**src/sv/lwfg_pkg.sv**
```systemverilog
// Shared types and constants for the LCD window fill word generator.
// No dependencies.
package lwfg_pkg;

  // Panel geometry
  localparam int unsigned PanelSize = 132;
  localparam logic [7:0]  PanelLast = 8'(PanelSize - 1);

  // Configuration port
  localparam int unsigned AddrW = 4;
  localparam int unsigned DataW = 32;

  // Triplet counter
  localparam int unsigned TripW   = 14;
  localparam logic [TripW-1:0] TripMax = '1;

  // Register indexes
  localparam logic [1:0] RegColSet = 2'd0;
  localparam logic [1:0] RegRowSet = 2'd1;
  localparam logic [1:0] RegMemWr  = 2'd2;
  localparam logic [1:0] RegNop    = 2'd3;

  // Outline sub-windows
  localparam logic [1:0] SubLeft   = 2'd0;
  localparam logic [1:0] SubRight  = 2'd1;
  localparam logic [1:0] SubTop    = 2'd2;
  localparam logic [1:0] SubBottom = 2'd3;

  // Byte position inside a colour triplet
  localparam logic [1:0] ByteFirst  = 2'd0;
  localparam logic [1:0] ByteSecond = 2'd1;
  localparam logic [1:0] ByteThird  = 2'd2;

  // Commands
  typedef enum logic [2:0] {
    CmdPixel   = 3'd0,
    CmdFill    = 3'd1,
    CmdOutline = 3'd2,
    CmdClear   = 3'd3,
    CmdPull    = 3'd4
  } cmd_e;

  typedef enum logic [1:0] {
    JobPixel   = 2'd0,
    JobFill    = 2'd1,
    JobOutline = 2'd2,
    JobClear   = 2'd3
  } job_e;

  // Word sequencer for one window
  typedef enum logic [7:0] {
    PhColSet   = 8'b0000_0001,
    PhColStart = 8'b0000_0010,
    PhColEnd   = 8'b0000_0100,
    PhRowSet   = 8'b0000_1000,
    PhRowStart = 8'b0001_0000,
    PhRowEnd   = 8'b0010_0000,
    PhMemWr    = 8'b0100_0000,
    PhColour   = 8'b1000_0000
  } phase_e;

  typedef struct packed {
    logic [2:0] command;
    logic [7:0] x_start;
    logic [7:0] y_start;
    logic [7:0] width;
    logic [7:0] height;
    logic [7:0] thickness;
    logic [3:0] red;
    logic [3:0] green;
    logic [3:0] blue;
  } in_item_t;

  typedef struct packed {
    logic       valid_res;
    logic       is_data;
    logic [7:0] word_byte;
    logic       last;
  } out_item_t;

endpackage

```
**src/sv/lcd_window_fill_word_generator.sv**
```systemverilog
// LCD window fill word generator: latches draw jobs, emits one 9-bit LCD word per pull.
// Depends on lwfg_pkg.
// A pull is answered in the output register in the cycle after it is accepted.
// Throughput: one item per cycle unless a held word is stalled; a start command yields no word.
// The word register frees input ready while the output is being taken the same cycle.
// Triplet count uses the spans registered on the row-end word, so the 9x9 multiply
// sits alone in the memory-write cycle.
// Reset (rst_ni, async low): idle, opcode registers at 42, 43, 44 and 0, no word held.
module lcd_window_fill_word_generator
  import lwfg_pkg::*;
(
  input  logic             clk_i,
  input  logic             rst_ni,
  input  logic             in_valid_i,
  output logic             in_ready_o,
  input  in_item_t         in_data_i,
  output logic             out_valid_o,
  input  logic             out_ready_i,
  output out_item_t        out_data_o,
  input  logic             psel,
  input  logic             penable,
  input  logic             pwrite,
  input  logic [AddrW-1:0] paddr,
  input  logic [DataW-1:0] pwdata,
  output logic [DataW-1:0] prdata,
  output logic             pready
);

  // Opcode registers
  logic [7:0] op_col_q, op_row_q, op_mem_q, op_nop_q;
  logic       cfg_wr;
  logic [7:0] cfg_rd;

  // Job state
  logic             busy_q, busy_d;
  job_e             job_q, job_d;
  logic [1:0]       sub_q, sub_d;
  phase_e           phase_q, phase_d;
  logic [7:0]       x_q, y_q, w_q, h_q, t_q;
  logic [3:0]       red_q, green_q, blue_q;
  logic [TripW-1:0] trip_q, trip_d;
  logic [1:0]       pos_q, pos_d;
  logic [7:0]       span_x_q, span_y_q;

  // Output word register
  logic      out_valid_q, out_valid_d;
  out_item_t out_q, out_d;

  logic in_acc, start, pull;

  // Window corners
  logic [7:0] c0, c1, r0, r1;

  // Triplet count
  logic [8:0]       len_x, len_y;
  logic [17:0]      area;
  logic [16:0]      cnt_raw;
  logic [TripW-1:0] cnt;
  logic [TripW-1:0] trip_m1;

  // ---------------------------------------------------------------------
  // Configuration port
  assign pready = 1'b1;
  assign cfg_wr = psel && penable && pwrite && pready;

  always_ff @(posedge clk_i or negedge rst_ni) begin
    if (!rst_ni) begin
      op_col_q <= 8'd42;
      op_row_q <= 8'd43;
      op_mem_q <= 8'd44;
      op_nop_q <= 8'd0;
    end else if (cfg_wr) begin
      unique case (paddr[3:2])
        RegColSet: op_col_q <= pwdata[7:0];
        RegRowSet: op_row_q <= pwdata[7:0];
        RegMemWr:  op_mem_q <= pwdata[7:0];
        RegNop:    op_nop_q <= pwdata[7:0];
        default:   op_nop_q <= op_nop_q;
      endcase
    end
  end

  always_comb begin
    unique case (paddr[3:2])
      RegColSet: cfg_rd = op_col_q;
      RegRowSet: cfg_rd = op_row_q;
      RegMemWr:  cfg_rd = op_mem_q;
      RegNop:    cfg_rd = op_nop_q;
      default:   cfg_rd = 8'd0;
    endcase
  end
  assign prdata = {{(DataW - 8){1'b0}}, cfg_rd};

  // ---------------------------------------------------------------------
  // Handshake
  assign in_ready_o = !out_valid_q || out_ready_i;
  assign in_acc     = in_valid_i && in_ready_o;
  assign start      = in_acc && (in_data_i.command == CmdPixel ||
                                 in_data_i.command == CmdFill ||
                                 in_data_i.command == CmdOutline ||
                                 in_data_i.command == CmdClear);
  assign pull       = in_acc && (in_data_i.command == CmdPull);

  // ---------------------------------------------------------------------
  // Current window, 8-bit wrapping arithmetic
  always_comb begin
    c0 = x_q;
    c1 = x_q + w_q;
    r0 = y_q;
    r1 = y_q + h_q;
    unique case (job_q)
      JobPixel: begin
        c1 = x_q;
        r1 = y_q;
      end
      JobClear: begin
        c0 = 8'd0;
        r0 = 8'd0;
        c1 = PanelLast;
        r1 = PanelLast;
      end
      JobOutline: begin
        unique case (sub_q)
          SubLeft:   c1 = x_q + t_q - 8'd1;
          SubRight:  c0 = x_q + w_q - t_q + 8'd1;
          SubTop:    r1 = y_q + t_q - 8'd1;
          SubBottom: r0 = y_q + h_q - t_q + 8'd1;
          default:   c0 = x_q;
        endcase
      end
      default: c0 = x_q;
    endcase
  end

  // Triplets for the window: (dx+1)(dy+1)/2+1, saturated
  assign len_x   = {1'b0, span_x_q} + 9'd1;
  assign len_y   = {1'b0, span_y_q} + 9'd1;
  assign area    = len_x * len_y;
  assign cnt_raw = area[17:1] + 17'd1;
  assign cnt     = (cnt_raw > 17'(TripMax)) ? TripMax : cnt_raw[TripW-1:0];
  assign trip_m1 = trip_q - 1'b1;

  // ---------------------------------------------------------------------
  // Next-state and word generation
  always_comb begin
    busy_d      = busy_q;
    job_d       = job_q;
    sub_d       = sub_q;
    phase_d     = phase_q;
    trip_d      = trip_q;
    pos_d       = pos_q;
    out_d       = out_q;
    out_valid_d = out_valid_q && !out_ready_i;

    if (start) begin
      busy_d  = 1'b1;
      job_d   = job_e'(in_data_i.command[1:0]);
      sub_d   = SubLeft;
      phase_d = PhColSet;
      trip_d  = '0;
      pos_d   = ByteFirst;
    end else if (pull) begin
      out_valid_d         = 1'b1;
      out_d.valid_res     = busy_q;
      out_d.is_data       = busy_q;
      out_d.word_byte     = 8'd0;
      out_d.last          = 1'b0;
      if (busy_q) begin
        unique case (phase_q)
          PhColSet: begin
            out_d.is_data   = 1'b0;
            out_d.word_byte = op_col_q;
            phase_d         = PhColStart;
          end
          PhColStart: begin
            out_d.word_byte = c0;
            phase_d         = PhColEnd;
          end
          PhColEnd: begin
            out_d.word_byte = c1;
            phase_d         = PhRowSet;
          end
          PhRowSet: begin
            out_d.is_data   = 1'b0;
            out_d.word_byte = op_row_q;
            phase_d         = PhRowStart;
          end
          PhRowStart: begin
            out_d.word_byte = r0;
            phase_d         = PhRowEnd;
          end
          PhRowEnd: begin
            out_d.word_byte = r1;
            phase_d         = PhMemWr;
          end
          PhMemWr: begin
            out_d.is_data   = 1'b0;
            out_d.word_byte = op_mem_q;
            phase_d         = PhColour;
            pos_d           = ByteFirst;
            trip_d          = cnt;
          end
          PhColour: begin
            if (job_q == JobPixel) begin
              // single pixel: two colour bytes then a no-op
              priority case (pos_q)
                ByteFirst: begin
                  out_d.word_byte = {red_q, green_q};
                  pos_d           = ByteSecond;
                end
                ByteSecond: begin
                  out_d.word_byte = {blue_q, 4'h0};
                  pos_d           = ByteThird;
                end
                default: begin
                  out_d.is_data   = 1'b0;
                  out_d.word_byte = op_nop_q;
                  out_d.last      = 1'b1;
                  busy_d          = 1'b0;
                  phase_d         = PhColSet;
                  pos_d           = ByteFirst;
                end
              endcase
            end else begin
              // packed triplets: RG, BR, GB
              priority case (pos_q)
                ByteFirst: begin
                  out_d.word_byte = {red_q, green_q};
                  pos_d           = ByteSecond;
                end
                ByteSecond: begin
                  out_d.word_byte = {blue_q, red_q};
                  pos_d           = ByteThird;
                end
                default: begin
                  out_d.word_byte = {green_q, blue_q};
                  pos_d           = ByteFirst;
                  trip_d          = trip_m1;
                  if (trip_m1 == '0) begin
                    phase_d = PhColSet;
                    if (job_q == JobOutline && sub_q != SubBottom) begin
                      sub_d = sub_q + 2'd1;
                    end else begin
                      out_d.last = 1'b1;
                      busy_d     = 1'b0;
                      sub_d      = SubLeft;
                    end
                  end
                end
              endcase
            end
          end
          default: phase_d = PhColSet;
        endcase
      end
    end
  end

  // ---------------------------------------------------------------------
  // Control registers
  always_ff @(posedge clk_i or negedge rst_ni) begin
    if (!rst_ni) begin
      busy_q      <= 1'b0;
      job_q       <= JobPixel;
      sub_q       <= SubLeft;
      phase_q     <= PhColSet;
      trip_q      <= '0;
      pos_q       <= ByteFirst;
      out_valid_q <= 1'b0;
    end else begin
      busy_q      <= busy_d;
      job_q       <= job_d;
      sub_q       <= sub_d;
      phase_q     <= phase_d;
      trip_q      <= trip_d;
      pos_q       <= pos_d;
      out_valid_q <= out_valid_d;
    end
  end

  // Payload registers: shape, colour, spans, word
  always_ff @(posedge clk_i) begin
    if (start) begin
      x_q     <= in_data_i.x_start;
      y_q     <= in_data_i.y_start;
      w_q     <= in_data_i.width;
      h_q     <= in_data_i.height;
      t_q     <= in_data_i.thickness;
      red_q   <= in_data_i.red;
      green_q <= in_data_i.green;
      blue_q  <= in_data_i.blue;
    end
    if (pull && phase_q == PhRowEnd) begin
      span_x_q <= c1 - c0;
      span_y_q <= r1 - r0;
    end
    out_q <= out_d;
  end

  assign out_valid_o = out_valid_q;
  assign out_data_o  = out_q;

endmodule

```
**config.mk**
```make
export PLATFORM = sky130hd
export DESIGN_NAME = lcd_window_fill_word_generator
export DESIGN_NICKNAME = d
export VERILOG_FILES = /design/src/sv/lwfg_pkg.sv /design/src/sv/lcd_window_fill_word_generator.sv
export SDC_FILE = /design/constraint.sdc
export NUM_CORES = 1
export LEC_CHECK = 0
export BUFFER_PORTS_ARGS = -buffer_cell sky130_fd_sc_hd__buf_2
export CORE_MARGIN = 2
export CORE_UTILIZATION = 35
export CTS_CLUSTER_SIZE = 16
export DETAILED_ROUTE_END_ITERATION = 10
export SYNTH_ARGS = -nofsm -noshare
export SYNTH_HDL_FRONTEND = slang
export SYNTH_SLANG_ARGS = --single-unit
```
**constraint.sdc**
```tcl
create_clock -name clk_i -period 7.5 [get_ports clk_i]
set_input_delay 1.125 -clock clk_i [delete_from_list [all_inputs] [get_ports clk_i]]
set_output_delay 1.125 -clock clk_i [all_outputs]
set_load 0.03 [all_outputs]
```
# Yosys cells after proc, flatten, opt, wreduce, memory -nomap -nowiden
# Cells that the tools add are included.
# op_classes
addsub	17
n_mul	1
div_mod_pow	0
magnitude_cmp	1
n_eq_ne	27
n_shift	0
mux	58
bitwise	1
reduce_logical	37
# op_table
cell	n
case mux 8 bit (8 select lines)	2
two-way mux 8 bit	11
two-way mux 14 bit	6
case mux 8 bit (2 select lines)	4
case mux 8 bit (3 select lines)	2
adder 8 bit	4
case mux 8 bit (4 select lines)	1
subtractor 8 bit	4
case mux 14 bit (2 select lines)	1
two-way mux 2 bit	11
adder 8 x 1 -> 9 bit (second input constant)	2
multiplier 9 x 9 -> 18 bit	1
adder 17 x 1 -> 17 bit (second input constant)	1
greater-than comparator 17 x 14 -> 1 bit (second input constant)	1
adder 8 x 1 -> 8 bit (second input constant)	2
two-way mux 1 bit	16
subtractor 8 x 1 -> 8 bit (second input constant)	2
logical NOT 14 bit	1
subtractor 14 x 1 -> 14 bit (second input constant)	1
== test 2 bit (second input constant)	6
AND reduction 2 bit	6
two-way mux 9 bit	1
== test 8 x 1 -> 1 bit (second input constant)	1
== test 8 x 2 -> 1 bit (second input constant)	1
other kinds (31)	54
# word_totals
reg_bits	141
latch_bits	0
ramBits	0
romBits	0
output_inout_bits	46
elab_cells	167
mem_count	0

# Logic depth before layout (Yosys ltp)
# Gate-level depths: netlist of run 1.
# logic_depth
word_depth	10
ltp_mapped	24

# Least setup slack after synthesis of run 1
# Ideal clock, no wire load.
# synth_path
kind	reg2reg
from	register span_y_q[0]
to	register trip_q[3]
setup_time_ps	126
arrival_time_ps	5778
slack_ps	1596
path_stages_with_launch	23
n_path_buf	1
period_less_slack_ps	5904
cell_sequence	edfxtp_1 -> ha_1 -> nand3_1 -> nor2_1 -> xnor2_1 -> nor2_1 -> fa_1 -> fa_1 -> fa_1 -> inv_1 -> fa_1 -> inv_1 -> ha_1 -> buf_2 -> a211oi_1 -> o211ai_1 -> a2111oi_2 -> o31a_1 -> o2111ai_1 -> a311oi_1 -> a31oi_4 -> nor2_4 -> o21bai_1
# synth_between
elab_chain_cells	9
# synth_lines
item	line_no	source
start, declared	lcd_window_fill_word_generator.sv:43	logic [7:0] span_x_q, span_y_q;
start signal, assigned	lcd_window_fill_word_generator.sv:295	span_y_q <= r1 - r0;
adder 8 x 1 -> 9 bit (*)	lcd_window_fill_word_generator.sv:137	assign len_y = {1'b0, span_y_q} + 9'd1;
multiplier 9 x 9 -> 18 bit (*)	lcd_window_fill_word_generator.sv:138	assign area = len_x * len_y;
adder 17 x 1 -> 17 bit (*)	lcd_window_fill_word_generator.sv:139	assign cnt_raw = area[17:1] + 17'd1;
greater-than comparator 17 x 14 -> 1 bit	lcd_window_fill_word_generator.sv:140	assign cnt = (cnt_raw > 17'(TripMax)) ? TripMax : cnt_raw[TripW-1:0];
two-way mux 14 bit (*)	lcd_window_fill_word_generator.sv:140	
case mux 14 bit (2 select lines) (*)	lcd_window_fill_word_generator.sv:169	unique case (phase_q)
two-way mux 14 bit (*)	lcd_window_fill_word_generator.sv:168	if (busy_q) begin
two-way mux 14 bit (*)	lcd_window_fill_word_generator.sv:162	end else if (pull) begin
two-way mux 14 bit (*)	lcd_window_fill_word_generator.sv:155	if (start) begin
end signal, assigned	lcd_window_fill_word_generator.sv:275	trip_q <= trip_d;
end, declared	lcd_window_fill_word_generator.sv:41	logic [TripW-1:0] trip_q, trip_d;
# Every way passes the cells marked *; elsewhere a longest branch is shown, timed or not. The select of a mux whose other input is x is not followed.
# A chain may end at the register's enable or synchronous reset.

# Final worst setup path of run 1
# layout_path
from	register span_x_q[0]
to	register trip_q[2]
# layout_between
elab_chain_cells	9
# layout_lines
item	line_no	source
start, declared	lcd_window_fill_word_generator.sv:43	
start signal, assigned	lcd_window_fill_word_generator.sv:294	span_x_q <= c1 - c0;
adder 8 x 1 -> 9 bit (*)	lcd_window_fill_word_generator.sv:136	assign len_x = {1'b0, span_x_q} + 9'd1;
multiplier 9 x 9 -> 18 bit (*)	lcd_window_fill_word_generator.sv:138	
adder 17 x 1 -> 17 bit (*)	lcd_window_fill_word_generator.sv:139	
greater-than comparator 17 x 14 -> 1 bit	lcd_window_fill_word_generator.sv:140	
two-way mux 14 bit (*)	lcd_window_fill_word_generator.sv:140	
case mux 14 bit (2 select lines) (*)	lcd_window_fill_word_generator.sv:169	
two-way mux 14 bit (*)	lcd_window_fill_word_generator.sv:168	
two-way mux 14 bit (*)	lcd_window_fill_word_generator.sv:162	
two-way mux 14 bit (*)	lcd_window_fill_word_generator.sv:155	
# Marked as above.

==> metrics.md, run 1 <==
| Metric | Value |
|---|---|
| Status | `complete, no violations` |
| CTS Buf Count | `17` |
| Clk slew on worst S/H paths | `0.07 ns` |
| Routed wire length on met2 | `15.5 mm` |
| Critical-path maximum fanout | `11` |
| Number of buffers inserted by hold repair at cts | `0` |
| Worst-skew pair later-pin latency | `0.43 ns` |
| R2R depth | `21` |
| Yosys cell types | `83` |
| Initial DRC Count | `791` |
| DIE WIDTH | `195 microns` |
| Least-Margin Pin Slew | `0.991 ns` |
| Largest net degree at the start of global routing | `68` |
| Initial Utilization | `35.3%` |
| Highest metal used | `met4` |
| Number of global-route vias before repair | `10200` |
| Setup bufs post-CTS | `0` |
| Post-synth EDFFs | `79` |
| Critical Path AT | `7.15 ns` |
| Design area | `14300 sq um` |
| Die Ht | `195 microns` |
| Layout Skew | `0.0121 ns` |
| Rows | `70` |
| Residual overflow from global routing | `0` |
| Placed insts | `1883` |
| Cell count after synthesis | `1345` |
| Main flop type after synthesis | `edfxtp_1` |
| Vias per cell | `5.24` |
| Htree depth | `4` |
| Peak supply drop | `0.124 mV` |
| Worst hold path type | `flop to flop` |
| Seq cells post-synth | `141` |
| Max-Cap Viols | `0` |
| Worst slew margin | `33.8%` |
| Setup CP Type | `flop to flop` |
| Fin crit period | `6.84 ns` |
| Mean post-synth cell area | `9.54 sq um` |
| Top cell type's share of synthesized area | `18.5%` |
| Port Buffers | `92` |
| Fin crit share | `91.2%` |
| Synth top area cells | `edfxtp_1 (18%), ha_1 (12%), dfrtp_1 (9.9%)` |
| LEAKAGE | `6.38 nW` |
| Met1 wire length | `14.4 mm` |
| WL/cell | `16.6 microns` |
| Top Ports | `144` |
| Area leader, netlist | `edfxtp_1` |
| WP data required | `7.81 ns` |
| Fin nets | `1717` |
| Most common cell after layout, fill and taps aside | `inv_1` |
| Seq/Total Area, Yosys | `30.7%` |
| CTS root buf | `clkbuf_16` |
| Cell Area, Placed | `13800 sq um` |
| Antenna diode count | `0` |
| Die area | `38200 sq um` |
| Routed WL | `31.7 mm` |
| P per Cell Area | `202 nW/um^2` |
| Total track usage | `17.2%` |
| Number of cells upsized or downsized after cts | `0` |
| Pre-CTS setup slack | `0.684 ns` |
| Final worst slack | `0.662 ns` |
| CTS Buffer Depth | `2` |
| RSZ-0062 raised after global routing | `no` |
| Max Slew Vio Count | `0` |
| Drt drc | `0` |
| Initial antenna violation count | `0` |
| Critical path endpoint category | `flop` |
| Layout area overhead | `11.8%` |
| CORE AREA | `36300 sq um` |
| Worst Setup Start Kind | `flop` |
| Worst hold slack | `0.536 ns` |
| Total negative setup slack | `0 ns` |
| CTS tree | `built` |
| Yosys warning count | `0` |
| Layout cells sized above 1 | `16.2%` |
| Post-DP HPWL | `24.6 mm` |
| Hold Fails Final Rpt | `0` |
| FFs w/ async S/R, synth | `44.0%` |
| Post-Syn Area | `12800 sq um` |
| Clk sinks | `141` |
| Initial DRT Pass Iterations | `5` |
| # setup viols final | `0` |
| Fmax | `146 MHz` |
| Final non-filler cell total | `1915` |
| Met3 wire len | `1.23 mm` |
| Most frequent cells in the layout | `inv_1 (156), ha_1 (127), nor2_1 (99)` |
| Final ANT Viol Nets | `0` |
| Hold Path Depth | `1` |
| Final GP Congestion | `0.889` |
| Vias | `10000` |
| First-pass GRT wire length | `52.6 mm` |
[power breakdown]
part           total (mW)  switching (mW)  internal, mW  leakage, nW
logic                1.01           0.596         0.417         4.61
clock network       0.844           0.373         0.471        0.286
registers            1.04          0.0882         0.949         1.49
[critical path, cell delays in order (launching register included)]
cell	delay (ns)
edfxtp_1	0.57
ha_1	0.31
nand3_1	0.13
nor2_1	0.09
xnor2_1	0.61
nor2_1	0.16
fa_1	0.59
fa_1	0.45
fa_1	0.56
inv_1	0.06
fa_1	0.55
inv_1	0.05
ha_1	0.40
o211a_1	0.21
o211a_1	0.22
o21ai_0	0.24
a211o_1	0.35
a311o_1	0.36
mux2i_1	0.24
a31oi_4	0.20
nor2_4	0.26
o21ai_1	0.12
[state kept, by name (all words and copies together), names as in the netlist, 8 cells and up]
signal      flops
x_q             8
op_col_q        8
h_q             8
phase_q         8
span_y_q        8
w_q             8
y_q             8
out_data_o     11
op_row_q        8
op_mem_q        8
op_nop_q        8
t_q             8
trip_q         14
span_x_q        8
[cell families after synthesis]
| kind of cell | after synthesis | share of synthesized area (%) |
|---|---|---|
| buffers and inverters | 219 | 7.18 |
| adder cells (fa/ha/maj) | 185 | 21.4 |
| multiplexers | 52 | 5.22 |
| XOR/XNOR | 93 | 6.45 |
| other | 2 | 0.0585 |
| flip-flops | 141 | 30.7 |
| AO/OA/AOI/OAI | 302 | 15.4 |
| AND/OR/NAND/NOR | 351 | 13.6 |
[metal layers]
layer / up-vias / GRT usage [%]
li1: 4875 / -
met1: 4882 / 22.7
met2: 241 / 29.4
met3: 37 / 2.14
met4: 0 / 5.12
met5: - / 0
[final cells by class]
cell class                      count  area (sq um)
Clock buffer                       18           429
Clock inverter                     14           150
Fill cell                        3566         22000
Inverter                          157           589
Multi-Input combinational cell   1008          8070
Sequential cell                   141          3940
Tap cell                          468           586
Timing Repair Buffer              109           588
[Yosys cell counts, types with 11 or more instances]
library cell and number:
inv_1 156, ha_1 127, nor2_1 99, nand2_1 95, edfxtp_1 79, a21oi_1 77, o21ai_0 61, xnor2_1 59
fa_1 58, dfrtp_1 51, mux2_2 39, xor2_1 33, clkbuf_1 32, nand3_1 29, buf_4 25, nand2b_1 25
a21o_1 21, o22ai_1 21, or2_2 20, nor3_1 16, dfstp_2 11, nor2b_1 11
[per-stage QoR]
stage               total power, mW  util (%)
floorplan                      1.79         -
global placement               2.03      37.9
detailed placement             2.05      37.9
CTS                            2.90      39.5
global route                   3.07      39.5
finish                         2.89      39.5
[path summary, 6_finish.rpt]
path / start / to / slack [ns]
worst max register to register: span_x_q[0] / trip_q[2] / 0.66
worst min-delay path: op_row_q[6] / op_row_q[6] / 0.54
max in group asynchronous: rst_ni / job_q[0] / 6.06
min in group asynchronous: rst_ni / trip_q[8] / 0.88
worst max-delay path: span_x_q[0] / trip_q[2] / 0.66
worst min register to register: op_row_q[6] / op_row_q[6] / 0.54
No activity file was read; power rests on OpenSTA's default activity.
==> inputs of run 2 (changes only) <==
CORE_MARGIN = 3   (was 2)
==> metrics.md, run 2 (same netlist as run 1, synthesis figures left out) <==
| Metric | Value |
|---|---|
| CORE AREA | `35800 sq um (was 36300 sq um)` |
| R2R depth | `20 (was 21)` |
| Capturing point of the worst reg2reg path | `trip_q[2] (unchanged)` |
| First-pass GRT wire length | `52.0 mm (was 52.6 mm)` |
| Worst-skew pair later-pin latency | `0.43 ns (about the same)` |
| Worst hold path type | `flop to flop (unchanged)` |
| Vias | `10000 (about the same)` |
| Initial antenna violation count | `1 (was 0)` |
| Residual overflow from global routing | `0 (unchanged)` |
| Final ANT Viol Nets | `0 (unchanged)` |
| Critical path endpoint category | `flop (unchanged)` |
| Final non-filler cell total | `1908 (was 1915)` |
| WL/cell | `16.6 microns (about the same)` |
| Routed WL | `31.7 mm (about the same)` |
| RSZ-0062 raised after global routing | `no (unchanged)` |
| Max reg flops | `14 (unchanged)` |
| Worst path cell trace | `ha_1 -> nand3_1 -> nor2_1 -> nand3_1 -> or2_2 -> fa_1 -> fa_1 -> inv_1 -> fa_1 -> fa_1 -> ha_1 -> a21oi_2 -> nand2_1 -> o21ai_0 -> nand4_1 -> a311o_1 -> mux2i_1 -> a31oi_4 -> nor2_4 -> o21ai_1 (was ha_1 -> nand3_1 -> nor2_1 -> xnor2_1 -> nor2_1 -> fa_1 -> fa_1 -> fa_1 -> inv_1 -> fa_1 -> inv_1 -> ha_1 -> o211a_1 -> o211a_1 -> o21ai_0 -> a211o_1 -> a311o_1 -> mux2i_1 -> a31oi_4 -> nor2_4 -> o21ai_1)` |
| Hold endpoint | `trip_q[1] (was op_row_q[6])` |
| Final GP Congestion | `0.895 (was 0.889)` |
| WP data required | `7.81 ns (about the same)` |
| Layout filler cell count | `3523 (was 3566)` |
| Initial DRC Count | `694 (was 791)` |
| Register area | `3940 sq um (unchanged)` |
| Die area | `39000 sq um (was 38200 sq um)` |
| Number of buffers inserted by hold repair at cts | `0 (unchanged)` |
| Placed insts | `1876 (was 1883)` |
| Max Slew Vio Count | `0 (unchanged)` |
| Worst Setup Start Kind | `flop (unchanged)` |
| Initial Utilization | `35.8% (was 35.3%)` |
| Cell Area, Placed | `13800 sq um (about the same)` |
| Least-Margin Pin Slew | `1.03 ns (was 0.991 ns)` |
| CTS root buf | `clkbuf_16 (unchanged)` |
| Total negative setup slack | `0 ns (unchanged)` |
| Number of cells upsized or downsized after cts | `0 (unchanged)` |
| Layout area overhead | `11.5% (was 11.8%)` |
| Die Ht | `197 microns (was 195 microns)` |
| Largest reg by FF count | `trip_q (unchanged)` |
| CTS tree | `built (unchanged)` |
| Critical Path AT | `7.14 ns (was 7.15 ns)` |
| Post-DP HPWL | `24.6 mm (about the same)` |
| Top Ports | `144 (unchanged)` |
| CTS Buffer Depth | `2 (unchanged)` |
| Max stage delay on crit path | `0.56 ns (was 0.61 ns)` |
| Setup bufs post-CTS | `0 (unchanged)` |
| Largest net degree at the start of global routing | `68 (unchanged)` |
| Layout cells sized above 1 | `16.2% (unchanged)` |
| Max-Cap Viols | `0 (unchanged)` |
| CTS Buf Count | `17 (unchanged)` |
| Layout Skew | `0.0104 ns (was 0.0121 ns)` |
| Total track usage | `16.5% (was 17.2%)` |
| Status | `complete, no violations (unchanged)` |
| Fin crit period | `6.83 ns (was 6.84 ns)` |
| LEAKAGE | `6.37 nW (was 6.38 nW)` |
| Hold Path Depth | `2 (was 1)` |
| Initial DRT Pass Iterations | `8 (was 5)` |
| Fin nets | `1717 (unchanged)` |
| # setup viols final | `0 (unchanged)` |
| Vias per cell | `5.27 (was 5.24)` |
| CP dominant cell by count | `fa_1 (unchanged)` |
| Design area | `14300 sq um (about the same)` |
| Peak supply drop | `0.140 mV (was 0.124 mV)` |
| R2R Path Start | `span_y_q[0] (was span_x_q[0])` |
| Most common cell after layout, fill and taps aside | `inv_1 (unchanged)` |
| Clk slew on worst S/H paths | `0.07 ns (about the same)` |
| DIE WIDTH | `197 microns (was 195 microns)` |
| Fmax | `146 MHz (about the same)` |
| Critical-path maximum fanout | `11 (unchanged)` |
| Fin crit share | `91.0% (was 91.2%)` |
| Antenna diode count | `0 (unchanged)` |
| Number of global-route vias before repair | `10200 (about the same)` |
| Port Buffers | `92 (unchanged)` |
| Drt drc | `0 (unchanged)` |
| Rows | `69 (was 70)` |
| P per Cell Area | `200 nW/um^2 (was 202 nW/um^2)` |
| Setup CP Type | `flop to flop (unchanged)` |
| R2r setup slk | `0.67 ns (was 0.66 ns)` |
| Hold Startpoint | `trip_q[1] (was op_row_q[6])` |
| Worst slew margin | `31.2% (was 33.8%)` |
| Hold Fails Final Rpt | `0 (unchanged)` |
| Multi-input logic area | `8070 sq um (unchanged)` |
| Slowest-stage cell, CP | `fa_1 (was xnor2_1)` |
| Htree depth | `4 (unchanged)` |
| Clk sinks | `141 (unchanged)` |
| Most frequent cells in the layout | `inv_1 (156), ha_1 (127), nor2_1 (99) (unchanged)` |
-- run 2: worst max-delay path, delay by kind of cell, from the launching register on --
family / cells / cell delay, ns
fa+ha+maj: 6 / 2.73
mux: 1 / 0.24
simple gates: 7 / 1.71
buf+inv: 1 / 0.06
flops: 1 / 0.55
compound gates: 5 / 1.44
-- run 2: where the power goes --
group	total, mW	internal, mW	switching, mW
Clock	0.805	0.435	0.369
Sequential	1.04	0.949	0.0893
Combinational	1.01	0.417	0.596
-- run 2: cell type report --
class                      instances  share of cell area, %
sequential                       141                   27.5
clock inverter                    15                  0.874
tap                              461                   4.03
timing repair buffer             109                   4.11
clock buffer                      17                   2.97
inverter                         157                   4.12
multi-input combinational       1008                   56.4
-- run 2: how the worst max path moves through the flow --
stage / start / slack (ns) / cells past startpoint / to
2_1_floorplan: span_y_q[0] / 1.60 / 22 / trip_q[3]
3_3_place_gp: span_x_q[0] / 0.75 / 21 / trip_q[5]
3_5_place_dp: span_x_q[0] / 0.69 / 21 / trip_q[2]
4_1_cts: span_x_q[0] / 0.68 / 21 / trip_q[3]
5_1_grt: span_y_q[0] / 0.25 / 20 / trip_q[7]
6_report: span_y_q[0] / 0.67 / 20 / trip_q[2]
-- run 2: per-layer routing --
| layer | vias up | track usage, % | part of all wire (%) |
|---|---|---|---|
| met4 | 0 | 5.62 | 2.5 |
| met2 | 274 | 28.0 | 48 |
| met1 | 4855 | 21.8 | 45 |
| met3 | 52 | 2.30 | 4.8 |
| met5 | - | 0 | 0 |
| li1 | 4866 | - | - |
-- run 2: stage by stage --
step                      hold slack [ns]  setup WS [ns]  utilization [%]  total power, mW
final                               0.535          0.674             39.9             2.86
after global routing                0.554          0.246             39.9             3.03
after CTS                           0.530          0.682             39.9             2.87
after detailed placement            0.514          0.689             38.4             2.06
after global placement              0.507          0.747             38.4             2.04
after floorplan                     0.485           1.60                -             1.79
==> inputs of run 3 (changes only) <==
CELL_PAD_IN_SITES_DETAIL_PLACEMENT = 1   (was default)
CELL_PAD_IN_SITES_GLOBAL_PLACEMENT = 2   (was default)
PLACE_DENSITY_LB_ADDON = 0.1   (was default)
==> metrics.md, run 3 (same netlist as run 1, synthesis figures left out) <==
| Metric | Value |
|---|---|
| Status | `complete, no violations (unchanged)` |
| CTS root buf | `clkbuf_16 (unchanged)` |
| Worst path cell trace | `ha_1 -> nand3_1 -> nor2_1 -> nand3_1 -> or2_2 -> fa_1 -> inv_1 -> fa_1 -> fa_1 -> fa_1 -> ha_1 -> a21oi_2 -> nand2_1 -> o21ai_0 -> a311o_1 -> o311ai_2 -> a311oi_1 -> a31oi_4 -> nor2_4 -> o21ai_1 (was ha_1 -> nand3_1 -> nor2_1 -> nand3_1 -> or2_2 -> fa_1 -> fa_1 -> inv_1 -> fa_1 -> fa_1 -> ha_1 -> a21oi_2 -> nand2_1 -> o21ai_0 -> nand4_1 -> a311o_1 -> mux2i_1 -> a31oi_4 -> nor2_4 -> o21ai_1)` |
| Final worst slack | `0.723 ns (was 0.674 ns)` |
| Slowest-stage cell, CP | `edfxtp_1 (was fa_1)` |
| Layout Skew | `0.0182 ns (was 0.0104 ns)` |
| RSZ-0062 raised after global routing | `no (unchanged)` |
| Max Slew Vio Count | `0 (unchanged)` |
| Routed WL | `37.1 mm (was 31.7 mm)` |
| Total track usage | `19.7% (was 16.5%)` |
| R2R Path Start | `span_x_q[0] (was span_y_q[0])` |
| Fin nets | `1717 (unchanged)` |
| CTS Buf Count | `17 (unchanged)` |
| CTS Buffer Depth | `2 (unchanged)` |
| Setup CP Type | `flop to flop (unchanged)` |
| Rows | `69 (unchanged)` |
| Total negative setup slack | `0 ns (unchanged)` |
| Multi-input logic area | `8080 sq um (was 8070 sq um)` |
| Hold Fails Final Rpt | `0 (unchanged)` |
| Die area | `39000 sq um (unchanged)` |
| Hold Startpoint | `phase_q[0] (was trip_q[1])` |
| First-pass GRT wire length | `59.4 mm (was 52.0 mm)` |
| Fin crit share | `90.4% (was 91.0%)` |
| Initial Utilization | `35.8% (unchanged)` |
| Die Ht | `197 microns (unchanged)` |
| Cell Area, Placed | `13800 sq um (about the same)` |
| Fin crit period | `6.78 ns (was 6.83 ns)` |
| CP dominant cell by count | `fa_1 (unchanged)` |
| Least-Margin Pin Slew | `1.09 ns (was 1.03 ns)` |
| Post-DP HPWL | `29.0 mm (was 24.6 mm)` |
| Layout cells sized above 1 | `16.4% (was 16.2%)` |
| Max reg flops | `14 (unchanged)` |
| Residual overflow from global routing | `0 (unchanged)` |
| Clk sinks | `141 (unchanged)` |
| Vias per cell | `5.28 (was 5.27)` |
| Initial DRT Pass Iterations | `6 (was 8)` |
| Layout filler cell count | `4112 (was 3523)` |
| Register area | `3940 sq um (unchanged)` |
| Critical-path maximum fanout | `11 (unchanged)` |
| Critical path startpoint | `span_x_q[0] (was span_y_q[0])` |
| Critical Path AT | `7.09 ns (was 7.14 ns)` |
| Most common cell after layout, fill and taps aside | `inv_1 (unchanged)` |
| Core Util, Final | `40.0% (was 39.9%)` |
| Final GP Congestion | `0.816 (was 0.895)` |
| Initial antenna violation count | `0 (was 1)` |
| Vias | `10100 (was 10000)` |
| Clk slew on worst S/H paths | `0.06 ns (was 0.07 ns)` |
| Fmax | `148 MHz (was 146 MHz)` |
| LEAKAGE | `6.39 nW (was 6.37 nW)` |
| Top Ports | `144 (unchanged)` |
| Most frequent cells in the layout | `inv_1 (156), ha_1 (127), nor2_1 (99) (unchanged)` |
| Max-Cap Viols | `0 (unchanged)` |
| Peak supply drop | `0.145 mV (was 0.140 mV)` |
| Final ANT Viol Nets | `0 (unchanged)` |
| Port Buffers | `92 (unchanged)` |
| Pre-CTS setup slack | `0.478 ns (was 0.689 ns)` |
| Layout area overhead | `11.7% (was 11.5%)` |
| Setup bufs post-CTS | `0 (unchanged)` |
| Worst-skew pair later-pin latency | `0.44 ns (was 0.43 ns)` |
| Largest reg by FF count | `trip_q (unchanged)` |
| Critical path endpoint category | `flop (unchanged)` |
| Htree depth | `4 (unchanged)` |
| Drt drc | `0 (unchanged)` |
| CORE AREA | `35800 sq um (unchanged)` |
| DIE WIDTH | `197 microns (unchanged)` |
| Design area | `14300 sq um (about the same)` |
| Worst slew margin | `27.2% (was 31.2%)` |
| # setup viols final | `0 (unchanged)` |
| Worst Setup Start Kind | `flop (unchanged)` |
| CTS tree | `built (unchanged)` |
| Max stage delay on crit path | `0.62 ns (was 0.56 ns)` |
| WP data required | `7.81 ns (about the same)` |
| Antenna diode count | `0 (unchanged)` |
| WL/cell | `19.4 microns (was 16.6 microns)` |
| Number of global-route vias before repair | `10800 (was 10200)` |
| Largest net degree at the start of global routing | `68 (unchanged)` |
| Initial DRC Count | `364 (was 694)` |
| P per Cell Area | `204 nW/um^2 (was 200 nW/um^2)` |
| Worst hold path type | `flop to flop (unchanged)` |
-- run 3: cell types whose count changed in the layout (fill, tap and decap cells not counted), sizes merged --
| cell | before | now |
|---|---|---|
| clkinv | 5 | 4 |
| inv | 167 | 168 |
-- run 3: power by group --
part	switching, mW	internal [mW]
logic	0.628	0.418
clock network	0.394	0.441
registers	0.0897	0.949
-- run 3: path summary, 6_finish.rpt --
kind,endpoint,slack [ns],cells past startpoint
setup / recovery,trip_q[5],0.72,20
hold / removal,phase_q[0],0.53,1
setup reg to reg,trip_q[5],0.72,20
hold reg to reg,phase_q[0],0.53,1
max in group asynchronous,phase_q[2],6.03,2
min in group asynchronous,trip_q[10],0.86,2
-- run 3: cell type report --
class                   count  share of cell area [%]
repair buffers            109                    4.10
clock buffers              17                    2.97
clock inverters            15                    1.01
well taps                 461                    4.02
flip-flops and latches    141                    27.5
inverters                 157                    4.11
multi-input cells        1008                    56.3
-- run 3: per-stage QoR --
step,cells,total power [mW],hold WS [ns]
floorplan,1368,1.79,0.485
global route,1908,3.13,0.545
finish,1908,2.92,0.533
detailed placement,1876,2.11,0.523
global placement,1876,2.09,0.510
CTS,1908,2.97,0.534
-- run 3: worst max-delay path, delay by kind of cell (launching register included) --
kind            cells  cell delay (ns)
buf+inv             1             0.05
flops               1             0.62
compound gates      7             1.84
fa+ha+maj           6             2.63
simple gates        6             1.51
-- run 3: timing repair --
item,in CTS,in global routing
hold buffers,0,0
endpoints found under the setup margin,0,8
resized for setup,0,1
-- run 3: metal layers --
metal  GRT usage (%)  vias to the layer above  part of all wire, %
met1            25.9                     5035                   46
met4            4.36                        0                  1.2
li1                -                     4884                    -
met3            2.83                       25                  2.7
met5               0                        -                    0
met2            34.4                      132                   50
